==> config.mk <==
export PLATFORM = sky130hd
export DESIGN_NAME = lsb_pixel_payload_codec_flat
export DESIGN_NICKNAME = d
export VERILOG_FILES = /design/src/rtl/lspc_pkg.sv /design/src/rtl/lspc_ifs.sv /design/src/rtl/lsb_pixel_payload_codec.sv /design/src/rtl/lspc_step.sv /design/src/flat_wrapper.sv
export VERILOG_INCLUDE_DIRS = /design/src /design/src/rtl
export SDC_FILE = /design/constraint.sdc
export NUM_CORES = 1
export LEC_CHECK = 0
export BUFFER_PORTS_ARGS = -buffer_cell sky130_fd_sc_hd__buf_2
export CAP_MARGIN = 20
export CORE_MARGIN = 4
export CORE_UTILIZATION = 45
export CTS_CLUSTER_SIZE = 12
export DETAILED_ROUTE_END_ITERATION = 10
export PLACE_DENSITY_LB_ADDON = 0.15
export SYNTH_ARGS = -nofsm -noshare
export SYNTH_HDL_FRONTEND = slang
export SYNTH_SLANG_ARGS = --single-unit
export TNS_END_PERCENT = 20
==> constraint.sdc <==
create_clock -name clk -period 10.4 [get_ports clk]
set_input_delay 2.08 -clock clk [delete_from_list [all_inputs] [get_ports clk]]
set_output_delay 2.08 -clock clk [all_outputs]
set_load 0.01 [all_outputs]
==> src/rtl/lsb_pixel_payload_codec_defines.svh <==
// Assertion macros shared by the pixel payload codec RTL.
// Included by files that check their own logic; depends on nothing else.
`ifndef LSB_PIXEL_PAYLOAD_CODEC_DEFINES_SVH
`define LSB_PIXEL_PAYLOAD_CODEC_DEFINES_SVH

// Same-cycle implication, disabled while reset is high.
`define LSPC_ASSERT_NOW(lbl, clk, rst, ante, cons) \
  lbl: assert property (@(posedge clk) disable iff (rst) (ante) |-> (cons)) \
    else $error("lspc assertion failed");

// Next-cycle implication, disabled while reset is high.
`define LSPC_ASSERT_NEXT(lbl, clk, rst, ante, cons) \
  lbl: assert property (@(posedge clk) disable iff (rst) (ante) |=> (cons)) \
    else $error("lspc assertion failed");

`endif

==> src/rtl/lspc_pkg.sv <==
// Shared types and codes for the pixel payload codec.
// Used by the interfaces, the step logic and the top level.
package lspc_pkg;

  localparam int unsigned PixelWidth  = 32;
  localparam int unsigned ByteWidth   = 8;
  localparam int unsigned StatusWidth = 2;
  localparam int unsigned IndexWidth  = 36;
  localparam int unsigned CfgIdxWidth = 2;
  localparam int unsigned CfgDataWidth = 32;
  localparam int unsigned HeaderBits  = 32;

  // Configuration register indexes.
  localparam logic [CfgIdxWidth-1:0] CFG_MODE           = 2'd0;
  localparam logic [CfgIdxWidth-1:0] CFG_PAYLOAD_LENGTH = 2'd1;
  localparam logic [CfgIdxWidth-1:0] CFG_PIXEL_COUNT    = 2'd2;

  // Operating modes.
  localparam logic MODE_EMBED   = 1'b0;
  localparam logic MODE_EXTRACT = 1'b1;

  // Status codes.
  localparam logic [StatusWidth-1:0] ST_OK         = 2'd0;
  localparam logic [StatusWidth-1:0] ST_CAPACITY   = 2'd1;
  localparam logic [StatusWidth-1:0] ST_BAD_LENGTH = 2'd2;

  typedef struct packed {
    logic                  mode;
    logic [31:0]           payload_length;
    logic [31:0]           pixel_count;
  } cfg_t;

  typedef struct packed {
    logic [PixelWidth-1:0] pixel_in;
    logic [ByteWidth-1:0]  data_byte;
    logic                  image_start;
  } pix_item_t;

  typedef struct packed {
    logic [PixelWidth-1:0]  pixel_out;
    logic                   byte_valid;
    logic [ByteWidth-1:0]   byte_out;
    logic                   last_byte;
    logic [StatusWidth-1:0] status;
  } result_t;

  typedef struct packed {
    logic [IndexWidth-1:0]  bit_index;
    logic [31:0]            length_word;
    logic [ByteWidth-1:0]   byte_shift;
    logic [ByteWidth-1:0]   held_byte;
    logic [StatusWidth-1:0] error_flag;
  } state_t;

endpackage

==> src/rtl/lspc_ifs.sv <==
// Valid/ready channel interfaces for pixel transactions and result transactions.
// Depends on lspc_pkg for field widths.
interface lspc_pixel_if;
  import lspc_pkg::*;

  logic                  valid;
  logic                  ready;
  logic [PixelWidth-1:0] pixel_in;
  logic [ByteWidth-1:0]  data_byte;
  logic                  image_start;

  modport source (output valid, pixel_in, data_byte, image_start, input ready);
  modport sink   (input valid, pixel_in, data_byte, image_start, output ready);
endinterface

interface lspc_result_if;
  import lspc_pkg::*;

  logic                   valid;
  logic                   ready;
  logic [PixelWidth-1:0]  pixel_out;
  logic                   byte_valid;
  logic [ByteWidth-1:0]   byte_out;
  logic                   last_byte;
  logic [StatusWidth-1:0] status;

  modport source (output valid, pixel_out, byte_valid, byte_out, last_byte, status,
                  input ready);
  modport sink   (input valid, pixel_out, byte_valid, byte_out, last_byte, status,
                  output ready);
endinterface

==> src/rtl/lsb_pixel_payload_codec.sv <==
// Top level of the pixel payload codec: channels, configuration registers,
// pipeline registers and codec state. Depends on lspc_pkg, lspc_ifs, lspc_step.
//
// Pixels enter as valid/ready transactions and leave one result transaction
// per pixel, in order. Sustained rate is one pixel per clock while results
// are taken without stall. A pixel is loaded into the input register at the
// edge that accepts it. Its result is loaded into the result register when
// the input stage moves on and is offered from then on. The rate is set by
// the per-pixel state update in lspc_step, which closes a loop through the
// pixel index and length registers.
// Embed mode (mode 0) places a length header and then the payload bits in
// pixel LSBs. Extract mode (mode 1) recovers the header and the payload bytes.
// Configuration writes take effect at once and are meant for idle periods,
// normally just before a transaction carrying image_start.
`include "lsb_pixel_payload_codec_defines.svh"

module lsb_pixel_payload_codec (
  input  logic                                  clk,
  input  logic                                  rst,
  input  logic                                  cfg_we,
  input  logic [lspc_pkg::CfgIdxWidth-1:0]      cfg_index,
  input  logic [lspc_pkg::CfgDataWidth-1:0]     cfg_data,
  lspc_pixel_if.sink                            pixels,
  lspc_result_if.source                         results
);
  import lspc_pkg::*;

  cfg_t      cfg;
  pix_item_t s1_item;
  logic      s1_valid;
  logic      s1_adv;
  logic      r_valid;
  result_t   r_res;
  result_t   step_res;
  state_t    st;
  state_t    st_next;

  // Configuration registers.
  always_ff @(posedge clk) begin
    if (rst) begin
      cfg <= '0;
    end else if (cfg_we) begin
      unique case (cfg_index)
        CFG_MODE:           cfg.mode           <= cfg_data[0];
        CFG_PAYLOAD_LENGTH: cfg.payload_length <= cfg_data;
        CFG_PIXEL_COUNT:    cfg.pixel_count    <= cfg_data;
        default: ;
      endcase
    end
  end

  // The input stage moves on when the result register is free or being taken.
  assign s1_adv       = s1_valid && (!r_valid || results.ready);
  assign pixels.ready = !s1_valid || s1_adv;

  // Input register.
  always_ff @(posedge clk) begin
    if (rst) begin
      s1_valid <= 1'b0;
    end else if (pixels.ready) begin
      s1_valid <= pixels.valid;
    end
  end

  always_ff @(posedge clk) begin
    if (pixels.valid && pixels.ready) begin
      s1_item.pixel_in    <= pixels.pixel_in;
      s1_item.data_byte   <= pixels.data_byte;
      s1_item.image_start <= pixels.image_start;
    end
  end

  // Step logic between the input register and the result register.
  lspc_step u_step (
    .cfg     (cfg),
    .st      (st),
    .item    (s1_item),
    .st_next (st_next),
    .res     (step_res)
  );

  // Codec state advances once per transaction that passes the input stage.
  always_ff @(posedge clk) begin
    if (rst) begin
      st <= '0;
    end else if (s1_adv) begin
      st <= st_next;
    end
  end

  // Result register.
  always_ff @(posedge clk) begin
    if (rst) begin
      r_valid <= 1'b0;
    end else if (s1_adv) begin
      r_valid <= 1'b1;
    end else if (results.ready) begin
      r_valid <= 1'b0;
    end
  end

  always_ff @(posedge clk) begin
    if (s1_adv) begin
      r_res <= step_res;
    end
  end

  assign results.valid      = r_valid;
  assign results.pixel_out  = r_res.pixel_out;
  assign results.byte_valid = r_res.byte_valid;
  assign results.byte_out   = r_res.byte_out;
  assign results.last_byte  = r_res.last_byte;
  assign results.status     = r_res.status;

  // A byte is only reported while the extracted length was good.
  `LSPC_ASSERT_NOW(a_byte_needs_ok, clk, rst, r_valid && r_res.byte_valid, r_res.status == ST_OK)
  // The last-byte mark never stands without a byte.
  `LSPC_ASSERT_NOW(a_last_has_byte, clk, rst, r_valid && r_res.last_byte, r_res.byte_valid)
  // The pixel index only moves forward unless a new image starts.
  `LSPC_ASSERT_NEXT(a_index_forward, clk, rst, s1_adv && !s1_item.image_start,
                    st.bit_index >= $past(st.bit_index))
  // The stored status is always one of the defined codes.
  `LSPC_ASSERT_NOW(a_flag_code, clk, rst, 1'b1,
                   (st.error_flag == ST_OK) || (st.error_flag == ST_CAPACITY) ||
                   (st.error_flag == ST_BAD_LENGTH))

endmodule

==> src/rtl/lspc_step.sv <==
// Per-pixel step logic: from the current state, configuration and one pixel
// transaction, forms the result and the next state. Depends on lspc_pkg.
module lspc_step (
  input  lspc_pkg::cfg_t      cfg,
  input  lspc_pkg::state_t    st,
  input  lspc_pkg::pix_item_t item,
  output lspc_pkg::state_t    st_next,
  output lspc_pkg::result_t   res
);
  import lspc_pkg::*;

  state_t                cur;
  logic [2:0]            j;
  logic [32:0]           emb_len_p4;
  logic [IndexWidth-1:0] emb_total;
  logic [32:0]           ext_len_p4;
  logic [IndexWidth-1:0] ext_total;
  logic                  cap_fail;
  logic                  in_header;
  logic [ByteWidth-1:0]  emb_byte;
  logic                  emb_bit;
  logic                  ext_bit;
  logic [31:0]           lw_new;
  logic                  len_ok;
  logic [ByteWidth-1:0]  shift_new;
  logic [32:0]           last_idx;

  // A start-of-image transaction sees a cleared state.
  assign cur = item.image_start ? '0 : st;
  assign j   = cur.bit_index[2:0];

  // Stream length in pixels: header word plus payload bytes, eight pixels each.
  assign emb_len_p4 = {1'b0, cfg.payload_length} + 33'd4;
  assign emb_total  = {emb_len_p4, 3'b000};
  assign ext_len_p4 = {1'b0, cur.length_word} + 33'd4;
  assign ext_total  = {ext_len_p4, 3'b000};

  assign cap_fail  = emb_total > {4'b0000, cfg.pixel_count};
  assign in_header = cur.bit_index < IndexWidth'(HeaderBits);

  // Embed: the payload byte is sampled on the first pixel of each byte.
  assign emb_byte = (j == 3'd0) ? item.data_byte : cur.held_byte;
  assign emb_bit  = in_header ? cfg.payload_length[cur.bit_index[4:0]] : emb_byte[j];

  // Extract: gather the header, then shift payload bits into a byte.
  assign ext_bit   = item.pixel_in[0];
  assign lw_new    = cur.length_word | (32'(ext_bit) << cur.bit_index[4:0]);
  assign len_ok    = (lw_new != 32'd0) && (lw_new < cfg.pixel_count);
  assign shift_new = ((j == 3'd0) ? '0 : cur.byte_shift) | (ByteWidth'(ext_bit) << j);
  // Byte number k is last when k + 1 equals the length, i.e. index/8 == length + 3.
  assign last_idx  = {1'b0, cur.length_word} + 33'd3;

  always_comb begin
    st_next       = cur;
    res.pixel_out = item.pixel_in;
    res.byte_valid = 1'b0;
    res.byte_out  = '0;
    res.last_byte = 1'b0;
    res.status    = ST_OK;

    if (cfg.mode == MODE_EMBED) begin
      if (cap_fail) begin
        st_next.error_flag = ST_CAPACITY;
        res.status         = ST_CAPACITY;
      end else begin
        st_next.error_flag = ST_OK;
        if (in_header || (cur.bit_index < emb_total)) begin
          res.pixel_out = {item.pixel_in[PixelWidth-1:1], emb_bit};
          if (!in_header && (j == 3'd0)) begin
            st_next.held_byte = item.data_byte;
          end
        end
      end
    end else begin
      if (in_header) begin
        st_next.length_word = lw_new;
        if (cur.bit_index[4:0] == 5'd31) begin
          st_next.error_flag = len_ok ? ST_OK : ST_BAD_LENGTH;
          res.status         = len_ok ? ST_OK : ST_BAD_LENGTH;
        end
      end else begin
        res.status = cur.error_flag;
        if ((cur.error_flag == ST_OK) && (cur.bit_index < ext_total)) begin
          st_next.byte_shift = shift_new;
          if (j == 3'd7) begin
            res.byte_valid = 1'b1;
            res.byte_out   = shift_new;
            res.last_byte  = (cur.bit_index[IndexWidth-1:3] == last_idx);
          end
        end
      end
    end

    // Pixel index saturates at its all-ones value.
    if (cur.bit_index != '1) begin
      st_next.bit_index = cur.bit_index + IndexWidth'(1);
    end
  end

endmodule

==> src/flat_wrapper.sv <==
// flat-port wrapper written by rule: the top's interface ports become plain ports
module lsb_pixel_payload_codec_flat import lspc_pkg::*;
  (clk, rst, cfg_we, cfg_index, cfg_data, pixels_valid, pixels_pixel_in, pixels_data_byte, pixels_image_start, pixels_ready, results_valid, results_pixel_out, results_byte_valid, results_byte_out, results_last_byte, results_status, results_ready);
  lspc_pixel_if pixels_i ();
  lspc_result_if results_i ();
  input  logic clk;
  input  logic rst;
  input  logic cfg_we;
  input  logic [lspc_pkg::CfgIdxWidth-1:0] cfg_index;
  input  logic [lspc_pkg::CfgDataWidth-1:0] cfg_data;
  input wire logic [$bits(pixels_i.valid)-1:0] pixels_valid;
  input wire logic [$bits(pixels_i.pixel_in)-1:0] pixels_pixel_in;
  input wire logic [$bits(pixels_i.data_byte)-1:0] pixels_data_byte;
  input wire logic [$bits(pixels_i.image_start)-1:0] pixels_image_start;
  output wire logic [$bits(pixels_i.ready)-1:0] pixels_ready;
  output wire logic [$bits(results_i.valid)-1:0] results_valid;
  output wire logic [$bits(results_i.pixel_out)-1:0] results_pixel_out;
  output wire logic [$bits(results_i.byte_valid)-1:0] results_byte_valid;
  output wire logic [$bits(results_i.byte_out)-1:0] results_byte_out;
  output wire logic [$bits(results_i.last_byte)-1:0] results_last_byte;
  output wire logic [$bits(results_i.status)-1:0] results_status;
  input wire logic [$bits(results_i.ready)-1:0] results_ready;
  assign pixels_i.valid = pixels_valid;
  assign pixels_i.pixel_in = pixels_pixel_in;
  assign pixels_i.data_byte = pixels_data_byte;
  assign pixels_i.image_start = pixels_image_start;
  assign pixels_ready = pixels_i.ready;
  assign results_valid = results_i.valid;
  assign results_pixel_out = results_i.pixel_out;
  assign results_byte_valid = results_i.byte_valid;
  assign results_byte_out = results_i.byte_out;
  assign results_last_byte = results_i.last_byte;
  assign results_status = results_i.status;
  assign results_i.ready = results_ready;
  lsb_pixel_payload_codec u_core (.clk(clk), .rst(rst), .cfg_we(cfg_we), .cfg_index(cfg_index), .cfg_data(cfg_data), .pixels(pixels_i), .results(results_i));
endmodule
=== Yosys cells after proc, flatten, opt, wreduce, memory -nomap -nowiden ===
Index checks and enable logic that the tools add are counted.

* Bits in registers: 238
* Input port bits: 80
* Output and inout bits: 46
* Logic and storage cells: 94

* $add $sub $neg: 4
* $lt $le $gt $ge: 7
* Equal/unequal tests: 6
* Shift-type cells: 2
* Multiplexer cells: 31
* Bitwise gates (word level): 5
* Reductions and logical operators: 21

{| class="wikitable"
|+ Operators with widths
! operator !! count
|-
| 86-bit 2-to-1 mux || 1
|-
| 36-bit less-than comparator || 2
|-
| 32-bit by 3-bit adder with 33-bit output, second input constant || 2
|-
| 8-bit 2-to-1 mux || 8
|-
| 40-bit 2-to-1 mux || 1
|-
| 36-bit by 1-bit adder with 36-bit output, second input constant || 1
|-
| 36-bit by 32-bit > comparator with 1-bit output || 1
|-
| 36-bit by 6-bit less-than comparator with 1-bit output, second input constant || 1
|-
| 36-bit 2-to-1 mux || 1
|-
| 36-bit inequality test, second input constant || 1
|-
| 32-bit by 2-bit adder with 33-bit output, second input constant || 1
|-
| 33-bit equality test || 1
|-
| 32-bit less-than comparator || 1
|-
| 32-bit 2-to-1 mux || 1
|-
| 32-bit bitwise OR || 1
|-
| 32-bit nonzero test || 1
|-
| 1-bit by 5-bit << shifter with 32-bit output || 1
|-
| 2-bit 2-to-1 mux || 7
|-
| 10-bit 2-to-1 mux || 1
|-
| 1-bit 2-to-1 mux || 9
|-
| 8-bit bitwise OR || 1
|-
| 1-bit by 3-bit << shifter with 8-bit output || 1
|-
| 5-bit by 6-bit less-than comparator with 1-bit output, second input constant || 1
|-
| 2-bit AND reduction || 3
|-
| other kinds (16) || 27
|}

=== Depth between registers and ports, before layout ===
Gate-level depths: netlist of run 1.

* Depth in word-level cells: 9
* Mapped depth: 28
* Gate-level depth less buffers: 19

=== By module ===
From an unflattened synthesis of run 1, not the netlist that was laid out.

* Cells, all modules: 2015
* Area, all modules: 17146.4 µm²

{| class="wikitable"
|+ By module, submodules not included
! module !! times used !! cells each !! area an instance (µm²) !! sequential area each (µm²)
|-
| lsb_pixel_payload_codec || 1 || 753 || 8724.6 || 5615.4
|-
| lspc_step || 1 || 1262 || 8421.8 || 0.0
|}

=== Worst setup path before layout of run 1 ===
No wires, ideal clock.

* Kind: register -> register
* From: register u_core.s1_item[0] in the netlist's numbering
* To: register u_core.r_res (netlist bit u_core.results.last_byte), data pin
* Library setup time: 0.170 ns
* Arrival: 5.845 ns
* Data required time: 10.230 ns
* Path slack: 4.386 ns
* Stages on the path, launching flop included: 29
* Path buffers: 10
* Clock period less this slack: 6.014 ns
* Cell sequence: edfxtp_1 buf_6 buf_2 clkbuf_1 buf_1 clkbuf_1 clkbuf_1 clkbuf_1 nor2_1 ha_1 nand2_1 or4_4 buf_6 or3_4 nor2_1 xor2_1 nand2_1 ha_1 a21oi_1 o221a_2 o211ai_1 a211o_1 or3_1 clkbuf_1 or2_1 buf_2 inv_2 nand4b_1 nor4_2

* Cells in the longest elaborated chain, start to end: 6
* Elaborated cells on any way between the ends: 12
* Classes of those cells: add/sub (2); order compare (2); eq/ne (2); mux (1); bitwise (2); reduce/logical (3)

{| class="wikitable"
|+ Ends and longest elaborated chain
! item !! line !! source
|-
| start: declaration || lsb_pixel_payload_codec.sv:29 || <nowiki>pix_item_t s1_item;</nowiki>
|-
| 86-bit 2-to-1 mux * || lspc_step.sv:29 || <nowiki>assign cur = item.image_start ? '0 : st;</nowiki>
|-
| 32-bit by 3-bit adder with 33-bit output || lspc_step.sv:35 || <nowiki>assign ext_len_p4 = {1'b0, cur.length_word} + 33'd4;</nowiki>
|-
| 36-bit less-than comparator || lspc_step.sv:83 || <nowiki>if ((cur.error_flag == ST_OK) && (cur.bit_index < ext_total)) begin</nowiki>
|-
| 1-bit logical AND || lspc_step.sv:83 ||
|-
| 1-bit NOT (no line) || - ||
|-
| 4-bit OR reduction (no line) || - ||
|-
| end signal: assignment || lsb_pixel_payload_codec.sv:104 || <nowiki>r_res <= step_res;</nowiki>
|-
| end: declaration || lsb_pixel_payload_codec.sv:33 || <nowiki>result_t r_res;</nowiki>
|}

Every way passes the cells marked *; elsewhere a longest branch is shown, timed or not.
A chain may end at the register's enable or synchronous reset.

=== Worst setup path after layout of run 1 ===
Ends and elaborated chain as after synthesis.

==> impl_metrics.env, run 1 <==
export IMPL_status="finished clean"
export IMPL_netlist_instances=1831
export IMPL_syn_avg_cell_area_um2=8.47
export IMPL_fillCellCount=3214
export IMPL_max_slew_worst_pin_slew_ns=1.05
export IMPL_drv_slew=0
export IMPL_first_pass_iters=5
export IMPL_via_count=13997
export IMPL_slowest_delay_ns=0.91
export IMPL_seqPwrFrac_pct=47.5
export IMPL_synth_area_leader_cell="dfxtp_1"
export IMPL_post_cts_resized=0
export IMPL_p_leak_uw=0.00658
export IMPL_antenna_found_initial=0
export IMPL_area_delta_synth_final_pct=10.9
export IMPL_cts_sinks=237
export IMPL_worstPathMaxFanout=57
export IMPL_post_drt_wl_per_cell_um=22.3
export IMPL_ctsHoldBuffers=0
export IMPL_gr_total_overflow=0
export IMPL_required_ns=10.81
export IMPL_critPathKind="flop to flop"
export IMPL_start_util_pct=45.9
export IMPL_min_period_over_period_pct=57.6
export IMPL_fp_dieArea_um2=37500
export IMPL_fp_dieH_um=194
export IMPL_first_iter_violations=1152
export IMPL_grt_pass1_vias=13602
export IMPL_switching_share_pct=25.3
export IMPL_synthDominantCellAreaShare_pct=19.6
export IMPL_hold_viol=0
export IMPL_io_buffers=125
export IMPL_synth_area_top_cells="dfxtp_1 20%, edfxtp_1 16%, ha_1 10%"
export IMPL_post_cts_buffers=0
export IMPL_viasPerCell=5.97
export IMPL_fin_tns_setup_ns=0
export IMPL_clk_path_buf_depth=3
export IMPL_crit_path_end_kind="flop"
export IMPL_netlist_area_um2=15500
export IMPL_clockPowerShare_pct=43.2
export IMPL_comb_power_share_pct=9.3
export IMPL_cap_violations=0
export IMPL_power_density_nw_per_um2=124
export IMPL_syn_nets=2041
export IMPL_mostFrequentLayoutCells="241 x nand2_1, 152 x dfxtp_1, 149 x nor2_1"
export IMPL_crit_slowest_cell="edfxtp_1"
export IMPL_die_w_um=194
export IMPL_tritoncts="yes"
export IMPL_drive_gt1_share_pct=11.1
export IMPL_crit_path_start_kind="flop"
export IMPL_async_flop_share_pct=0
export IMPL_cts_made_buffers=27
export IMPL_stdcell_count=2345
export IMPL_cp_common_cell="buf_4"
export IMPL_grt_pass1_wl_um=80000
export IMPL_multiInputGateArea_um2=9130
export IMPL_insertion_delay_ns=0.57
export IMPL_root_buffer="clkbuf_16"
export IMPL_seq_area_um2=5600
export IMPL_rsz0062_at_grt="no"
export IMPL_crit_arrival_ns=6.40
export IMPL_peakVddDrop_v=0.000144
export IMPL_hpwlAfterDp_um=39900
export IMPL_place_congestion=0.962
export IMPL_max_freq_mhz=167
export IMPL_track_usage_pct=26.9
export IMPL_place_inst=2296
export IMPL_slew_headroom_pct=28.5
export IMPL_seq_area_frac_synth_pct=36.1
export IMPL_cp_top_family="buffers and inverters"
export IMPL_fp_row_count=67
export IMPL_h_tree_depth=1
export IMPL_synth_edf_count=85
export IMPL_wirelength_um=52400
export IMPL_path_clk_slew_ns=0.06
export IMPL_synth_seq_cells=237
export IMPL_fin_crit_ns=6.00
export IMPL_nets=2089
export IMPL_final_common_cell="nand2_1"
export IMPL_fin_skew_ns=0.0193
export IMPL_switching_power_uw=540
export IMPL_p_int_uw=1590
export IMPL_setup_violations=0
export IMPL_n_antenna_cell=0
export IMPL_worstPathBufferInverterCount=4
export IMPL_coreArea_um2=33800
export IMPL_synth_cell_types=82
export IMPL_ys_warn_count=0
export IMPL_io_pin_count=126
export IMPL_crit_chain="buf_4 > buf_4 > inv_1 > nand2_1 > xnor2_1 > ha_1 > a21o_1 > a221oi_1 > o211ai_1 > a211o_1 > or3_1 > or2_1 > inv_2 > nand4b_1 > nor4_2"
export IMPL_ys_flop_type="dfxtp_1"
export IMPL_grt_max_degree=87
export IMPL_hp_class="flop to flop"
export IMPL_postRouteAntennaNets=0
export IMPL_drc_errors=0
[registers in the layout, summed over array words and instances (netlist names)]
name                       cells
u_core.results.status          2
u_core.cfg                    65
u_core.s1_item                41
u_core.results.valid           1
u_core.s1_valid                1
u_core.results.byte_valid      1
u_core.st                     85
u_core.results.last_byte       1
u_core.results.byte_out        8
u_core.results.pixel_out      32
[per-stage QoR]
step | util [%] | worst slack (ns) | hold slack [ns] | area [µm²] | total power (µW)
floorplan | - | 4.39 | 0.400 | 15500 | 1150
global route | 50.9 | 4.04 | 0.408 | 17200 | 2210
global placement | 48.3 | 4.67 | 0.400 | 16300 | 1220
CTS | 50.9 | 4.57 | 0.411 | 17200 | 2150
finish | 50.9 | 4.41 | 0.412 | 17200 | 2130
detailed placement | 48.4 | 4.57 | 0.405 | 16300 | 1220
[cells by family after synthesis]
| family | Yosys count | share of synthesized area [%] |
|---|---|---|
| adder cells (fa/ha/maj) | 130 | 10.5 |
| AO/OA/AOI/OAI | 372 | 15.6 |
| flip-flops | 237 | 36.1 |
| multiplexers | 24 | 1.91 |
| AND/OR/NAND/NOR | 756 | 24.8 |
| XOR/XNOR | 106 | 5.98 |
| buffers and inverters | 206 | 5.17 |
[cell type report]
cell class              instances  area share, %
clock buffers                  39           4.43
clock inverters                 8          0.494
inverters                      83           1.81
multi-input cells            1388           53.0
flip-flops and latches        237           32.5
well taps                     448           3.26
repair buffers                142           4.46
[power groups by stage]
| stage | Combinational [µW] | Clock (µW) | Sequential, µW |
|---|---|---|---|
| finish | 198 | 922 | 1010 |
| global route | 218 | 980 | 1010 |
| CTS | 194 | 947 | 1010 |
| detailed placement | 193 | 0 | 1030 |
| global placement | 190 | 0 | 1030 |
| floorplan | 120 | 0 | 1030 |
[synth_stat cells (37+ instances only)]
| master | n |
|---|---|
| a22oi_1 | 39 |
| xnor2_1 | 69 |
| xor2_1 | 37 |
| ha_1 | 130 |
| a21oi_1 | 131 |
| edfxtp_1 | 85 |
| nand2_1 | 242 |
| nor3_1 | 39 |
| nor2_1 | 150 |
| nand3_1 | 50 |
| nor2b_1 | 57 |
| dfxtp_1 | 152 |
| clkbuf_1 | 104 |
| inv_1 | 82 |
| o21ai_0 | 49 |
[final timing paths]
check | start | to | slack, ns | cells after the start
worst min-delay path | u_core.s1_item[27]$_DFFE_PP_ | u_core.results.pixel_out[18]$_DFFE_PP_ | 0.41 | 0
worst max-delay path | u_core.s1_item[0]$_DFFE_PP_ | u_core.results.last_byte$_SDFFCE_PP0P_ | 4.41 | 15
worst max register to register | u_core.s1_item[0]$_DFFE_PP_ | u_core.results.last_byte$_SDFFCE_PP0P_ | 4.41 | 15
worst min register to register | u_core.s1_item[27]$_DFFE_PP_ | u_core.results.pixel_out[18]$_DFFE_PP_ | 0.41 | 0
[worst reg2reg max path, cell delays in order (launching register included)]
cell and delay, ns:
edfxtp_1 0.91, buf_4 0.66, buf_4 0.52, inv_1 0.57, nand2_1 0.25, xnor2_1 0.15
ha_1 0.29, a21o_1 0.19, a221oi_1 0.30, o211ai_1 0.19, a211o_1 0.28, or3_1 0.57
or2_1 0.42, inv_2 0.15, nand4b_1 0.12, nor4_2 0.27
[routing by layer]
layer  vias up  global-route usage (%)  part of all wire, %
met5         -                    2.04                 0.20
met4         3                    12.0                  5.1
met3       140                    5.26                  7.6
met2       556                    41.7                   44
met1      6636                    36.4                   43
li1       6662                       -                    -
Power figures use the tool's default switching activity.
==> run 2, diff against run 1 <==
clock period = 6.21 ns   (was 10.4 ns; I/O delays follow)
==> run 2 against run 1 <==
First-iteration DRC count increased by 16%. Non-clock buffer count increased by 6. Critical path depth increased by 4.
==> impl_metrics.env, run 2 (same netlist as run 1, synthesis figures left out) <==
export IMPL_largest_register_ffs=85
export IMPL_reg_top3="u_core.st: 85 flops, u_core.cfg: 65 flops, u_core.s1_item: 41 flops"
export IMPL_switching_share_pct=25.0
export IMPL_hold_viol=0
export IMPL_fin_crit_ns=5.61
export IMPL_drc_errors=0
export IMPL_fp_row_count=67
export IMPL_stdcell_count=2356
export IMPL_hp_class="flop to flop"
export IMPL_wirelength_um=53000
export IMPL_fp_dieArea_um2=37500
export IMPL_max_freq_mhz=178
export IMPL_max_slew_worst_pin_slew_ns=1.30
export IMPL_post_cts_resized=0
export IMPL_power_density_nw_per_um2=214
export IMPL_antenna_found_initial=1
export IMPL_top_register="u_core.st"
export IMPL_first_pass_iters=5
export IMPL_post_route_worst_setup_slack_ns=0.602
export IMPL_critPathKind="flop to flop"
export IMPL_switching_power_uw=928
export IMPL_grt_max_degree=87
export IMPL_first_iter_violations=1332
export IMPL_r2r_start="u_core.st[20]$_SDFFE_PP0P_"
export IMPL_io_buffers=125
export IMPL_cts_made_buffers=27
export IMPL_dp_slack_ns=0.705
export IMPL_required_ns=6.53
export IMPL_start_util_pct=45.9
export IMPL_cap_violations=0
export IMPL_viasPerCell=5.98
export IMPL_h_tree_depth=1
export IMPL_postRouteAntennaNets=0
export IMPL_crit_path_start_kind="flop"
export IMPL_endpoint="u_core.results.last_byte$_SDFFCE_PP0P_"
export IMPL_fp_dieH_um=194
export IMPL_grt_pass1_wl_um=81400
export IMPL_place_congestion=0.953
export IMPL_tritoncts="yes"
export IMPL_status="finished clean"
export IMPL_drv_slew=0
export IMPL_io_pin_count=126
export IMPL_min_delay_path_depth=0
export IMPL_crit_arrival_ns=5.93
export IMPL_mostFrequentLayoutCells="241 x nand2_1, 152 x dfxtp_1, 149 x nor2_1"
export IMPL_hpwlAfterDp_um=40600
export IMPL_grt_pass1_vias=13751
export IMPL_clockPowerShare_pct=45.3
export IMPL_p_int_uw=2780
export IMPL_root_buffer="clkbuf_16"
export IMPL_rsz0062_at_grt="no"
export IMPL_peakVddDrop_v=0.000237
export IMPL_whs_ns=0.414
export IMPL_crit_start="u_core.st[20]$_SDFFE_PP0P_"
export IMPL_post_drt_wl_per_cell_um=22.5
export IMPL_die_w_um=194
export IMPL_comb_power_share_pct=9.1
export IMPL_gr_total_overflow=0
export IMPL_fin_tns_setup_ns=0
export IMPL_finalPower_uw=3710
export IMPL_ctsHoldBuffers=0
export IMPL_p_leak_uw=0.00666
export IMPL_fin_skew_ns=0.0216
export IMPL_clk_path_buf_depth=3
export IMPL_seqPwrFrac_pct=45.6
export IMPL_r2r_end="u_core.results.last_byte$_SDFFCE_PP0P_"
export IMPL_insertion_delay_ns=0.57
export IMPL_drive_gt1_share_pct=11.6
export IMPL_via_count=14097
export IMPL_nets=2095
export IMPL_slew_headroom_pct=11.3
export IMPL_place_inst=2304
export IMPL_track_usage_pct=27.3
export IMPL_cts_sinks=237
export IMPL_coreArea_um2=33800
export IMPL_min_period_over_period_pct=90.3
export IMPL_worstPathMaxFanout=10
export IMPL_final_common_cell="nand2_1"
export IMPL_rr_worst_depth=19
export IMPL_post_cts_buffers=0
export IMPL_area_delta_synth_final_pct=11.8
export IMPL_crit_path_end_kind="flop"
export IMPL_path_clk_slew_ns=0.06
export IMPL_reg2reg_slack_ns=0.60
export IMPL_setup_violations=0
==> run 2: cell count changes in the layout (fill, tap and decap cells not counted), moves of 2 or more <==
cell        before  now
diode_2          0    2
clkinv_2         0    2
clkinv_1         3    0
bufinv_16        1    3
clkinvlp_4       2    0
buf_4           15   22
clkbuf_8         2    4
==> run 2: per-stage QoR <==
step           instance area (µm²)  util (%)
6_report                     17300      51.3
5_1_grt                      17300      51.3
4_1_cts                      17300      51.3
3_5_place_dp                 16400      48.6
3_3_place_gp                 16400      48.5
2_1_floorplan                15500         -
==> run 2: area by class of cell <==
| cell class | count | area (µm²) |
|---|---|---|
| Sequential cell | 237 | 5600 |
| Clock buffer | 42 | 793 |
| Timing Repair Buffer | 148 | 806 |
| Antenna cell | 2 | 5.00 |
| Inverter | 83 | 312 |
| Multi-Input combinational cell | 1388 | 9130 |
| Clock inverter | 8 | 138 |
| Tap cell | 448 | 561 |
| Fill cell | 3220 | 16400 |
==> run 2: metal layers <==
| layer | part of all wire, % | global-route usage [%] |
|---|---|---|
| met2 | 45 | 44.1 |
| met5 | 0.025 | 0 |
| met3 | 7.5 | 5.28 |
| met4 | 3.7 | 9.00 |
| met1 | 43 | 37.2 |
==> run 2: worst max-delay path, stage by stage, from the launching register on <==
cell and delay, ns:
dfxtp_1 0.49, inv_1 0.13, nor2_1 0.18, ha_1 0.30
nand2_1 0.21, or4_4 0.66, or3_4 0.44, nor2_1 0.12
xor2_1 0.16, nand2_1 0.08, ha_1 0.37, nand4_1 0.10
nor4_1 0.62, o2111ai_1 0.21, a211oi_1 0.21, or3_1 0.39
or2_1 0.39, inv_2 0.12, nand4b_1 0.13, nor4_2 0.05
==> run 2: worst min path at each step <==
stage | startpoint | endpoint | slack [ns]
floorplan | u_core.s1_item[19]$_DFFE_PP_ | u_core.results.pixel_out[10]$_DFFE_PP_ | 0.40
global placement | u_core.s1_item[36]$_DFFE_PP_ | u_core.results.pixel_out[27]$_DFFE_PP_ | 0.40
detailed placement | u_core.s1_item[36]$_DFFE_PP_ | u_core.results.pixel_out[27]$_DFFE_PP_ | 0.40
CTS | u_core.s1_item[33]$_DFFE_PP_ | u_core.results.pixel_out[24]$_DFFE_PP_ | 0.41
global route | u_core.s1_item[32]$_DFFE_PP_ | u_core.results.pixel_out[23]$_DFFE_PP_ | 0.42
finish | u_core.s1_item[31]$_DFFE_PP_ | u_core.results.pixel_out[22]$_DFFE_PP_ | 0.41
==> run 2: power by group through the flow <==
stage	clock network, µW	logic (µW)	registers, µW
after floorplan	0	200	1720
after global placement	0	325	1720
after detailed placement	0	331	1720
after CTS	1720	333	1690
after global routing	1790	371	1700
final	1680	337	1690
